===== src/sv/lphs_pkg.sv =====
// Shared constants and request codes for the linear-probe hash set.
`default_nettype none
package lphs_pkg;

  localparam int unsigned TABLE_SIZE_DFLT = 128;
  localparam int unsigned KEY_W           = 16;
  localparam int unsigned SLOT_W          = 7;

  localparam logic REQ_LOOKUP = 1'b0;
  localparam logic REQ_INSERT = 1'b1;

endpackage
`default_nettype wire


===== src/sv/lphs_if.sv =====
// Valid/ready channel interfaces for requests and responses.
`default_nettype none
interface lphs_req_if;
  logic                           valid;
  logic                           ready;
  logic                           req_type;
  logic [lphs_pkg::KEY_W-1:0]     key;

  modport source (output valid, output req_type, output key, input ready);
  modport sink   (input valid, input req_type, input key, output ready);
endinterface

interface lphs_rsp_if;
  logic                           valid;
  logic                           ready;
  logic                           found;
  logic                           inserted;
  logic                           table_full;
  logic [lphs_pkg::SLOT_W-1:0]    slot;

  modport source (output valid, output found, output inserted, output table_full,
                  output slot, input ready);
  modport sink   (input valid, input found, input inserted, input table_full,
                  input slot, output ready);
endinterface
`default_nettype wire


===== src/sv/linear_probe_hash_set_core.sv =====
// Top level of the linear-probe hash set: slot memory, probe sequencer, response register.
`default_nettype none
// Open-addressing hash set, identity hash, linear probing over TABLE_SIZE slots
// held in one single-port-write, registered-read memory of {used, key}. After
// reset a clearing pass writes one slot per cycle, so no request is taken until
// every slot is cleared. A request is accepted, its key is reduced modulo
// TABLE_SIZE (reciprocal multiply, one correcting subtract), k slots are probed
// (one memory read per cycle, at most TABLE_SIZE slots), and the response
// register is loaded once it is free, so throughput is set by cluster length
// and table load. The response register frees the sequencer, which takes the
// next request while a response waits to be transferred.
module linear_probe_hash_set_core #(
  parameter int unsigned TABLE_SIZE = lphs_pkg::TABLE_SIZE_DFLT
) (
  input  wire logic   clk,
  input  wire logic   rst_n,
  lphs_req_if.sink    in_req,
  lphs_rsp_if.source  out_rsp
);

  localparam int unsigned AW    = (TABLE_SIZE > 1) ? $clog2(TABLE_SIZE) : 1;
  localparam int unsigned KW    = lphs_pkg::KEY_W;
  localparam logic [AW-1:0] LAST = AW'(TABLE_SIZE - 1);

  typedef enum logic [4:0] {
    ST_CLEAR = 5'b00001,
    ST_IDLE  = 5'b00010,
    ST_HASH  = 5'b00100,
    ST_PROBE = 5'b01000,
    ST_RESP  = 5'b10000
  } state_t;

  state_t         state_r, state_nxt;
  logic [AW-1:0]  clr_addr_r, clr_addr_nxt;
  logic           is_ins_r, is_ins_nxt;
  logic [KW-1:0]  key_r, key_nxt;
  logic [AW-1:0]  addr_r, addr_nxt;
  logic [AW-1:0]  chk_addr_r, chk_addr_nxt;
  logic           chk_vld_r, chk_vld_nxt;
  logic [AW-1:0]  cnt_r, cnt_nxt;
  logic           res_found_r, res_found_nxt;
  logic           res_ins_r, res_ins_nxt;
  logic           res_full_r, res_full_nxt;
  logic [lphs_pkg::SLOT_W-1:0] res_slot_r, res_slot_nxt;

  logic           out_valid_r, out_valid_nxt;
  logic           out_found_r, out_ins_r, out_full_r;
  logic [lphs_pkg::SLOT_W-1:0] out_slot_r;
  logic           out_load;

  logic           in_xfer;
  logic           mod_start, mod_done;
  logic [AW-1:0]  mod_rem;

  // slot memory: {used, key}
  logic [KW:0]    mem [TABLE_SIZE];
  logic [KW:0]    rdata_r;
  logic           mem_we;
  logic [AW-1:0]  mem_wa;
  logic [KW:0]    mem_wd;

  logic           rd_used;
  logic [KW-1:0]  rd_key;

  assign in_xfer   = in_req.valid && in_req.ready;
  assign mod_start = in_xfer;
  assign rd_used   = rdata_r[KW];
  assign rd_key    = rdata_r[KW-1:0];

  lphs_mod #(.TABLE_SIZE(TABLE_SIZE)) u_mod (
    .clk   (clk),
    .rst_n (rst_n),
    .start (mod_start),
    .key   (in_req.key),
    .done  (mod_done),
    .rem   (mod_rem)
  );

  always_ff @(posedge clk) begin
    if (mem_we) mem[mem_wa] <= mem_wd;
    rdata_r <= mem[addr_r];
  end

  always_comb begin
    state_nxt     = state_r;
    clr_addr_nxt  = clr_addr_r;
    is_ins_nxt    = is_ins_r;
    key_nxt       = key_r;
    addr_nxt      = addr_r;
    chk_addr_nxt  = chk_addr_r;
    chk_vld_nxt   = chk_vld_r;
    cnt_nxt       = cnt_r;
    res_found_nxt = res_found_r;
    res_ins_nxt   = res_ins_r;
    res_full_nxt  = res_full_r;
    res_slot_nxt  = res_slot_r;
    mem_we        = 1'b0;
    mem_wa        = clr_addr_r;
    mem_wd        = '0;
    out_load      = 1'b0;

    case (state_r)
      ST_CLEAR: begin
        mem_we       = 1'b1;
        clr_addr_nxt = clr_addr_r + 1'b1;
        if (clr_addr_r == LAST) state_nxt = ST_IDLE;
      end
      ST_IDLE: begin
        if (in_xfer) begin
          is_ins_nxt = (in_req.req_type == lphs_pkg::REQ_INSERT);
          key_nxt    = in_req.key;
          state_nxt  = ST_HASH;
        end
      end
      ST_HASH: begin
        if (mod_done) begin
          addr_nxt    = mod_rem;
          chk_vld_nxt = 1'b0;
          cnt_nxt     = '0;
          state_nxt   = ST_PROBE;
        end
      end
      ST_PROBE: begin
        // read at addr_r is issued every cycle; data for chk_addr_r arrives now
        addr_nxt     = (addr_r == LAST) ? '0 : addr_r + 1'b1;
        chk_addr_nxt = addr_r;
        chk_vld_nxt  = 1'b1;
        if (chk_vld_r) begin
          res_found_nxt = 1'b0;
          res_ins_nxt   = 1'b0;
          res_full_nxt  = 1'b0;
          res_slot_nxt  = '0;
          if (!rd_used) begin
            if (is_ins_r) begin
              mem_we       = 1'b1;
              mem_wa       = chk_addr_r;
              mem_wd       = {1'b1, key_r};
              res_ins_nxt  = 1'b1;
              res_slot_nxt = lphs_pkg::SLOT_W'(chk_addr_r);
            end
            state_nxt = ST_RESP;
          end else if (!is_ins_r && rd_key == key_r) begin
            res_found_nxt = 1'b1;
            res_slot_nxt  = lphs_pkg::SLOT_W'(chk_addr_r);
            state_nxt     = ST_RESP;
          end else if (cnt_r == LAST) begin
            // full pass without a free slot or a match
            res_full_nxt = is_ins_r;
            state_nxt    = ST_RESP;
          end else begin
            cnt_nxt = cnt_r + 1'b1;
          end
        end
      end
      ST_RESP: begin
        if (!out_valid_r || out_rsp.ready) begin
          out_load  = 1'b1;
          state_nxt = ST_IDLE;
        end
      end
      default: state_nxt = ST_IDLE;
    endcase
  end

  always_comb begin
    out_valid_nxt = out_valid_r;
    if (out_rsp.ready) out_valid_nxt = 1'b0;
    if (out_load)      out_valid_nxt = 1'b1;
  end

  always_ff @(posedge clk) begin
    if (!rst_n) begin
      state_r     <= ST_CLEAR;
      clr_addr_r  <= '0;
      chk_vld_r   <= 1'b0;
      cnt_r       <= '0;
      out_valid_r <= 1'b0;
    end else begin
      state_r     <= state_nxt;
      clr_addr_r  <= clr_addr_nxt;
      chk_vld_r   <= chk_vld_nxt;
      cnt_r       <= cnt_nxt;
      out_valid_r <= out_valid_nxt;
    end
  end

  always_ff @(posedge clk) begin
    is_ins_r    <= is_ins_nxt;
    key_r       <= key_nxt;
    addr_r      <= addr_nxt;
    chk_addr_r  <= chk_addr_nxt;
    res_found_r <= res_found_nxt;
    res_ins_r   <= res_ins_nxt;
    res_full_r  <= res_full_nxt;
    res_slot_r  <= res_slot_nxt;
    if (out_load) begin
      out_found_r <= res_found_r;
      out_ins_r   <= res_ins_r;
      out_full_r  <= res_full_r;
      out_slot_r  <= res_slot_r;
    end
  end

  assign in_req.ready       = (state_r == ST_IDLE);
  assign out_rsp.valid      = out_valid_r;
  assign out_rsp.found      = out_found_r;
  assign out_rsp.inserted   = out_ins_r;
  assign out_rsp.table_full = out_full_r;
  assign out_rsp.slot       = out_slot_r;

endmodule
`default_nettype wire


===== src/sv/lphs_mod.sv =====
// Key-modulo-table-size unit: reciprocal multiply, then one correcting subtract.
`default_nettype none
module lphs_mod #(
  parameter int unsigned TABLE_SIZE = lphs_pkg::TABLE_SIZE_DFLT
) (
  input  wire logic                       clk,
  input  wire logic                       rst_n,
  input  wire logic                       start,
  input  wire logic [lphs_pkg::KEY_W-1:0] key,
  output logic                            done,
  output logic [((TABLE_SIZE > 1) ? $clog2(TABLE_SIZE) : 1)-1:0] rem
);

  localparam int unsigned AW = (TABLE_SIZE > 1) ? $clog2(TABLE_SIZE) : 1;
  localparam int unsigned KW = lphs_pkg::KEY_W;
  // floor(2^32 / TABLE_SIZE); the quotient estimate comes out low by at most one
  localparam logic [31:0]   RECIP = 32'((64'd1 << 32) / 64'(TABLE_SIZE));
  localparam logic [KW-1:0] DIVK  = KW'(TABLE_SIZE);

  logic [KW-1:0]  key_r, key_nxt;
  logic [KW-1:0]  quo_r, quo_nxt;
  logic [AW-1:0]  rem_r, rem_nxt;
  logic           mul_vld_r, mul_vld_nxt;
  logic           sub_vld_r, sub_vld_nxt;
  logic           done_r, done_nxt;
  logic [KW+31:0] prod;
  logic [KW-1:0]  back;
  logic [KW-1:0]  diff;

  always_comb begin
    prod        = {32'd0, key_r} * {{KW{1'b0}}, RECIP};
    back        = quo_r * DIVK;
    diff        = key_r - back;
    key_nxt     = key_r;
    quo_nxt     = quo_r;
    rem_nxt     = rem_r;
    mul_vld_nxt = start;
    sub_vld_nxt = mul_vld_r;
    done_nxt    = sub_vld_r;
    if (start) key_nxt = key;
    if (mul_vld_r) quo_nxt = prod[KW+31:32];
    // diff is below twice the table size here
    if (sub_vld_r) rem_nxt = (diff >= DIVK) ? AW'(diff - DIVK) : AW'(diff);
  end

  always_ff @(posedge clk) begin
    if (!rst_n) begin
      mul_vld_r <= 1'b0;
      sub_vld_r <= 1'b0;
      done_r    <= 1'b0;
    end else begin
      mul_vld_r <= mul_vld_nxt;
      sub_vld_r <= sub_vld_nxt;
      done_r    <= done_nxt;
    end
  end

  always_ff @(posedge clk) begin
    key_r <= key_nxt;
    quo_r <= quo_nxt;
    rem_r <= rem_nxt;
  end

  assign done = done_r;
  assign rem  = rem_r;

endmodule
`default_nettype wire

===== src/flat_wrapper.sv =====
// flat-port wrapper written by rule: the top's interface ports become plain ports
module linear_probe_hash_set_core_flat 
#(
  parameter int unsigned TABLE_SIZE = lphs_pkg::TABLE_SIZE_DFLT
)
  (clk, rst_n, in_req_valid, in_req_req_type, in_req_key, in_req_ready, out_rsp_valid, out_rsp_found, out_rsp_inserted, out_rsp_table_full, out_rsp_slot, out_rsp_ready);
  lphs_req_if in_req_i ();
  lphs_rsp_if out_rsp_i ();
  input  wire logic clk;
  input  wire logic rst_n;
  input wire logic [$bits(in_req_i.valid)-1:0] in_req_valid;
  input wire logic [$bits(in_req_i.req_type)-1:0] in_req_req_type;
  input wire logic [$bits(in_req_i.key)-1:0] in_req_key;
  output wire logic [$bits(in_req_i.ready)-1:0] in_req_ready;
  output wire logic [$bits(out_rsp_i.valid)-1:0] out_rsp_valid;
  output wire logic [$bits(out_rsp_i.found)-1:0] out_rsp_found;
  output wire logic [$bits(out_rsp_i.inserted)-1:0] out_rsp_inserted;
  output wire logic [$bits(out_rsp_i.table_full)-1:0] out_rsp_table_full;
  output wire logic [$bits(out_rsp_i.slot)-1:0] out_rsp_slot;
  input wire logic [$bits(out_rsp_i.ready)-1:0] out_rsp_ready;
  assign in_req_i.valid = in_req_valid;
  assign in_req_i.req_type = in_req_req_type;
  assign in_req_i.key = in_req_key;
  assign in_req_ready = in_req_i.ready;
  assign out_rsp_valid = out_rsp_i.valid;
  assign out_rsp_found = out_rsp_i.found;
  assign out_rsp_inserted = out_rsp_i.inserted;
  assign out_rsp_table_full = out_rsp_i.table_full;
  assign out_rsp_slot = out_rsp_i.slot;
  assign out_rsp_i.ready = out_rsp_ready;
  linear_probe_hash_set_core #(.TABLE_SIZE(TABLE_SIZE)) u_core (.clk(clk), .rst_n(rst_n), .in_req(in_req_i), .out_rsp(out_rsp_i));
endmodule

===== config.mk =====
export PLATFORM = sky130hd
export DESIGN_NAME = linear_probe_hash_set_core_flat
export DESIGN_NICKNAME = d
export VERILOG_FILES = /design/src/sv/lphs_pkg.sv /design/src/sv/lphs_if.sv /design/src/sv/linear_probe_hash_set_core.sv /design/src/sv/lphs_mod.sv /design/src/flat_wrapper.sv
export SDC_FILE = /design/constraint.sdc
export NUM_CORES = 2
export LEC_CHECK = 0
export BUFFER_PORTS_ARGS = -buffer_cell sky130_fd_sc_hd__buf_4
export CORE_MARGIN = 5
export CORE_UTILIZATION = 60
export DETAILED_ROUTE_END_ITERATION = 16
export PLACE_DENSITY = 0.8
export SLEW_MARGIN = 0
export SYNTH_ARGS = -nofsm -noshare
export SYNTH_HDL_FRONTEND = slang
export SYNTH_SLANG_ARGS = --single-unit

===== constraint.sdc =====
create_clock -name clk -period 6.7 [get_ports clk]
set_clock_uncertainty 0.15 [all_clocks]
set_input_delay 0.67 -clock clk [delete_from_list [all_inputs] [get_ports clk]]
set_output_delay 0.67 -clock clk [all_outputs]
set_load 0.01 [all_outputs]

After elaboration in Yosys (flattened, before gate mapping)
Memories as Yosys holds them, arrays and structs flattened. A register that Yosys moved wholly into a read port is not among the register bits.
Cells that the tools add are included.
- memories kept: 1
- bits in writable memories: 2176
- input bits: 21
- flip-flop bits (word level): 107
- output and inout port bits: 12
- $add $sub $neg: 5
- eq/ne operators: 18
- bitwise gates (word level): 2
- magnitude comparators: 1
- reductions and logical operators: 13
- muxes and demuxes: 43
- memory list (memory ; depth ; bits a word ; read ports ; clocked after Yosys merged registers in ; write ports ; RTL line ; RTL):
    u_core.mem ; 128 ; 17 ; 1 ; 1 ; 1 ; linear_probe_hash_set_core.sv:56 ; logic [KW:0] mem [TABLE_SIZE];
- operators with widths (cell ; number):
    two-way mux 7 bit ; 15
    two-way mux 17 bit ; 4
    two-way mux 5 bit ; 8
    case mux 7 bit (2 select lines) ; 2
    case mux 5 bit (5 select lines) ; 1
    adder 7 x 1 -> 7 bit, second input constant ; 3
    equality test 7 bit, second input constant ; 3
    equality test 16 bit ; 1
    >= comparator 16 x 8 -> 1 bit, second input constant ; 1
    subtractor 16 bit ; 1
    AND reduction 6 bit ; 2
    two-way mux 1 bit ; 11
    != test 2 x 1 -> 1 bit, second input constant ; 4
    != test 2 bit, second input constant ; 4
    subtractor 7 x 1 -> 7 bit, second input constant ; 1
    AND reduction 2 bit ; 3
    equality test 5 x 1 -> 1 bit, second input constant ; 1
    equality test 5 x 2 -> 1 bit, second input constant ; 1
    equality test 5 x 3 -> 1 bit, second input constant ; 1
    equality test 5 x 4 -> 1 bit, second input constant ; 1
    equality test 5 bit, second input constant ; 1
    != test 4 bit, second input constant ; 1
    case mux 1 bit (2 select lines) ; 2
    nonzero test 2 bit ; 2
    5 further kinds ; 8

Depth between registers and ports, before layout
- word-level depth: 6
- mapped depth: 12
- depth with buffers taken out: 7

Cells and area by module
From an unflattened synthesis, not the netlist that was laid out.
- cells, all modules: 3594
- area, all modules: 87269.9 sq um
- by module, submodules not included (module ; area each (sq um) ; cells each ; instances):
    linear_probe_hash_set_core ; 86770.7 ; 3574 ; 1
    lphs_mod ; 499.2 ; 20 ; 1

Least setup slack after synthesis
Ideal clock, no wire load.
- path kind: register to register
- start: reg u_core.state_r[3]
- end: mem u_core.mem[0][10] (netlist name), data pin
- stages on the path, launching flop included: 7
- buffers on the path: 2
- data arrival time: 5.146 ns
- path slack: 0.871 ns
- cell sequence: dfxtp_1 -> nor3b_1 -> nand4_1 -> inv_1 -> clkbuf_1 -> clkbuf_1 -> and2_1
- cells in the longest elaborated chain, start to end: 2
- ends and longest elaborated chain (element ; RTL line ; RTL):
    from (decl) ; linear_probe_hash_set_core.sv:33 ; state_t state_r, state_nxt;
    from (signal assigned) ; linear_probe_hash_set_core.sv:179 ; state_r <= state_nxt;
    equality test 5 x 4 -> 1 bit ; linear_probe_hash_set_core.sv:102 ; case (state_r)
    two-way mux 17 bit ; linear_probe_hash_set_core.sv:102 ;
    via u_core.mem_wd[10] ; linear_probe_hash_set_core.sv:60 ; logic [KW:0] mem_wd;
    to (decl) ; linear_probe_hash_set_core.sv:56 ;
The timed path passes the listed nets, and every way through them passes these cells.

Worst setup path after layout
- start: reg u_core.state_r[3]
- end: mem u_core.mem[62][4] (netlist name), enable pin
- cells in the longest elaborated chain, start to end: 4
- ends and longest elaborated chain (element ; RTL line ; RTL):
    equality test 5 x 4 -> 1 bit / equality test 5 x 1 -> 1 bit (equally long branches) ; linear_probe_hash_set_core.sv:102 ;
    case mux 1 bit (2 select lines) ; linear_probe_hash_set_core.sv:102 ;
    two-way mux 1 bit ; linear_probe_hash_set_core.sv:80 ; if (mem_we) mem[mem_wa] <= mem_wd;
    two-way mux 1 bit (not written as such) ; linear_probe_hash_set_core.sv:80 ;
Parallel ways exist; a longest one is shown, timed or not.

==> reports/metrics.yaml <==
worst_setup_path:
  crit_path_top_delay_cell: "nand2b_1"
  critical_path_peak_fanout: 100
  crit_buf_inv: 4
  path_cells: "nor3b_1 > nand4_1 > buf_4 > inv_4 > a31oi_1 > nand2b_1 > buf_4 > nor3_2 > buf_4"
  required_ps: 7070
  end_kind: "flop"
  slowest_delay_ps: 870
  reg2reg_depth: 9
  critPathMostFrequentCell: "buf_4"
  worstSetupStartpoint: "u_core.state_r[3]$_SDFFE_PN0P_"
  cp-start-kind: "flop"
  cpLargestDelayFamily: "simple AND/OR/NAND/NOR gates"
  crit_type: "reg2reg"
  crit_arrival_ps: 5510
  reg2reg_to: "u_core.mem[62][4]$_DFFE_PP_"
  r2r_start: "u_core.state_r[3]$_SDFFE_PN0P_"
  r2r_slack_ps: 1560
clock_tree:
  postCtsSetupRepairBufs: 0
  cts.sinks: 2275
  htree_levels: 4
  post_cts_resized: 0
  cts_buffer_depth: 3
  cts_tree: "done"
  clk_latency_ps: 840
  cts_hold_buf: 20
  root_buffer: "clkbuf_16"
  cts_buffers: 205
  clk_pin_slew_worst_paths_ps: 60
power_and_ir_drop:
  ir_drop_v: 0.000210
  power_density_nw_per_um2: 279
  p_leak_nw: 25.7
die:
  die-height_um: 393
  die_area_sq_um: 154000
  coreArea_sq_um: 146000
  io_pins: 33
  die_w_um: 393
  initial_core_util_pct: 60.4
  rows: 140
drt:
  firstDrtPassIters: 9
  drc: 0
  routed_wl_mm: 231
  vias: 45900
  antenna_left: 0
  wl_per_cell_um: 36.2
  vias_per_cell: 7.20
  drt_iter0_drc: 7632
final_layout:
  area.growth.synth_to_final_pct: 10.7
  ff_latch_area_sq_um: 67900
  drive_gt1_share_pct: 24.3
  layout.nets: 4318
  multiInputGateArea_sq_um: 18700
  filler_cell_count: 8500
  layout.cells.non_filler: 6375
  finalInstanceArea_sq_um: 97400
timing:
  max_freq_mhz: 195
  fin_ws_ps: 1560
  finalSetupTns_ps: 0
  setup_viol_count_final: 0
  worst_pin_slew_ps: 1390
  worst_slew_margin_rel_pct: 7.01
  hold_viol_final: 0
  period_share_pct: 76.7
  min_period_ps: 5140
  rsz0062_at_grt: "no"
  slew_violations: 0
min_path:
  min_path_type: "reg2reg"
  hp-start: "u_core.res_slot_r[5]$_DFFE_PP_"
  whs_endpoint: "u_core.out_rsp.slot[5]$_DFFE_PP_"
  hold-path-cell-count: 0
placement:
  dp_hpwl_mm: 128
  post_dp_cell_area_sq_um: 90900
  port_buffers: 32
  gp_congestion: 0.894
  dp_cells: 5983
  dp_slack_ps: 1850
synthesis:
  syn_nets: 4122
  syn_area_per_cell_sq_um: 21.5
  async_flop_share_pct: 0
  synth_area_sq_um: 88000
  synth_seq_cells: 2275
  yosys_warnings: 0
  ys_types: 69
  synthCells: 4098
  synth-edff-count: 2234
  ys.flop_type: "edfxtp_1"
  yosysSeqAreaShare_pct: 77.2
global_routing:
  grt_use_total_pct: 30.1
  grt_pass1_wl_mm: 329
  overflow: 0
  grt_max_degree: 106
  antenna_found_initial: 7
  grt_pass1_vias: 45300
outcome:
  outcome: "complete, no violations"
run:
  max_cap_viol_count: 0
[worst register-to-register path, stage by stage (launching register included)]
cell      delay (ps)
dfxtp_1          370
nor3b_1          360
nand4_1          280
buf_4            290
inv_4            750
a31oi_1          360
nand2b_1         870
buf_4            460
nor3_2           610
buf_4            310
[cells in the mapped netlist, drive strengths merged (29+ instances only)]
master / count / area [sq um]
a211oi: 44 / 355
a21oi: 51 / 255
a221oi: 46 / 422
a22oi: 92 / 691
buf: 161 / 1370
clkbuf: 86 / 330
dfxtp: 41 / 821
edfxtp: 2234 / 67100
mux2i: 233 / 2330
mux4: 467 / 10600
nand2: 54 / 203
nand2b: 29 / 181
nor2: 138 / 518
nor3: 47 / 235
o21ai: 37 / 185
o22ai: 39 / 244
[how the worst max path moves through the flow]
stage | endpoint | slack (ps) | depth (start not counted)
floorplan | u_core.mem[0][10]$_DFFE_PP_ | 870 | 6
global placement | u_core.mem[62][0]$_DFFE_PP_ | 2040 | 10
detailed placement | u_core.mem[62][4]$_DFFE_PP_ | 1850 | 9
CTS | u_core.mem[62][4]$_DFFE_PP_ | 1790 | 9
global route | u_core.mem[62][4]$_DFFE_PP_ | 1480 | 9
finish | u_core.mem[62][4]$_DFFE_PP_ | 1560 | 9
[layout make-up]
cell class	instances	area share, %
Sequential cell	2275	69.7
Multi-Input combinational cell	1562	19.2
Clock buffer	266	5.64
Tap cell	1917	2.46
Timing Repair Buffer	236	2.06
Clock inverter	101	0.819
Inverter	14	0.0565
Antenna cell	4	0.0103
[registers in the layout, indices dropped and copies added (netlist names), 5 cells and up]
name	cells
u_core.addr_r	7
u_core.mem	2176
u_core.u_mod.rem	7
u_core.key_r	16
u_core.cnt_r	7
u_core.res_slot_r	7
u_core.rdata_r	17
u_core.out_rsp.slot	7
u_core.clr_addr_r	7
u_core.state_r	5
u_core.chk_addr_r	7
[power by group]
group	switching, W	total, W	internal, W
Clock	0.00499	0.0112	0.00618
Sequential	0.0000629	0.0156	0.0156
Combinational	0.000323	0.000437	0.000114
[cell usage in the layout, fill, tap and decap left out, types with 12 or more instances in the layout]
cell / netlist / layout
edfxtp_1: 2234 / 2234
mux4_2: 456 / 456
mux2i_1: 233 / 233
clkbuf_16: 0 / 209
buf_4: 25 / 200
a22oi_1: 92 / 92
nor2_1: 138 / 87
nand2_1: 54 / 53
clkbuf_1: 84 / 52
a21oi_1: 51 / 51
nor2_2: 0 / 50
a221oi_1: 43 / 43
clkinv_1: 2 / 42
dfxtp_1: 41 / 41
o22ai_1: 39 / 39
a211oi_1: 39 / 39
nor3_2: 0 / 35
clkinv_2: 0 / 32
o21ai_0: 31 / 31
nand2b_1: 29 / 29
o221ai_1: 28 / 28
nand3_1: 25 / 24
dlygate4sd3_1: 0 / 20
xor2_1: 18 / 18
o211ai_1: 17 / 17
and2_4: 0 / 16
a22o_1: 15 / 15
a31oi_1: 18 / 15
buf_12: 13 / 15
nor2b_1: 17 / 14
a2111oi_0: 14 / 13
nor3_1: 47 / 12
[metrics by stage]
stage	power, W	hold WS (ps)	utilization [%]
after floorplan	0.0161	250	-
after global placement	0.0163	255	62.4
after detailed placement	0.0163	255	62.4
after CTS	0.0273	267	66.8
after global routing	0.0279	286	66.8
final	0.0272	265	66.8
[cells by family (layout without fill, tap and decap cells)]
kind of cell,after synthesis,after routing,share of synthesized area [%]
muxes,703,703,14.7
buffers and inverters,261,617,1.99
adders and majority gates,3,3,0.0427
other,0,4,0
xor gates and xnor gates,26,26,0.259
and+or+nand+nor,385,385,2.13
AOI/OAI and AO/OA,445,445,3.72
DFF,2275,2275,77.2
[per-layer routing]
metal	share of wire, %	up-vias	track usage (%)	wire [um]
met4	5.9	2	14.6	13600
met3	14	754	8.47	32200
li1	-	17600	-	-
met5	0.0074	-	0	17
met2	47	4114	46.0	108000
met1	33	23400	40.9	77200
(Power assumes the default switching activity.)
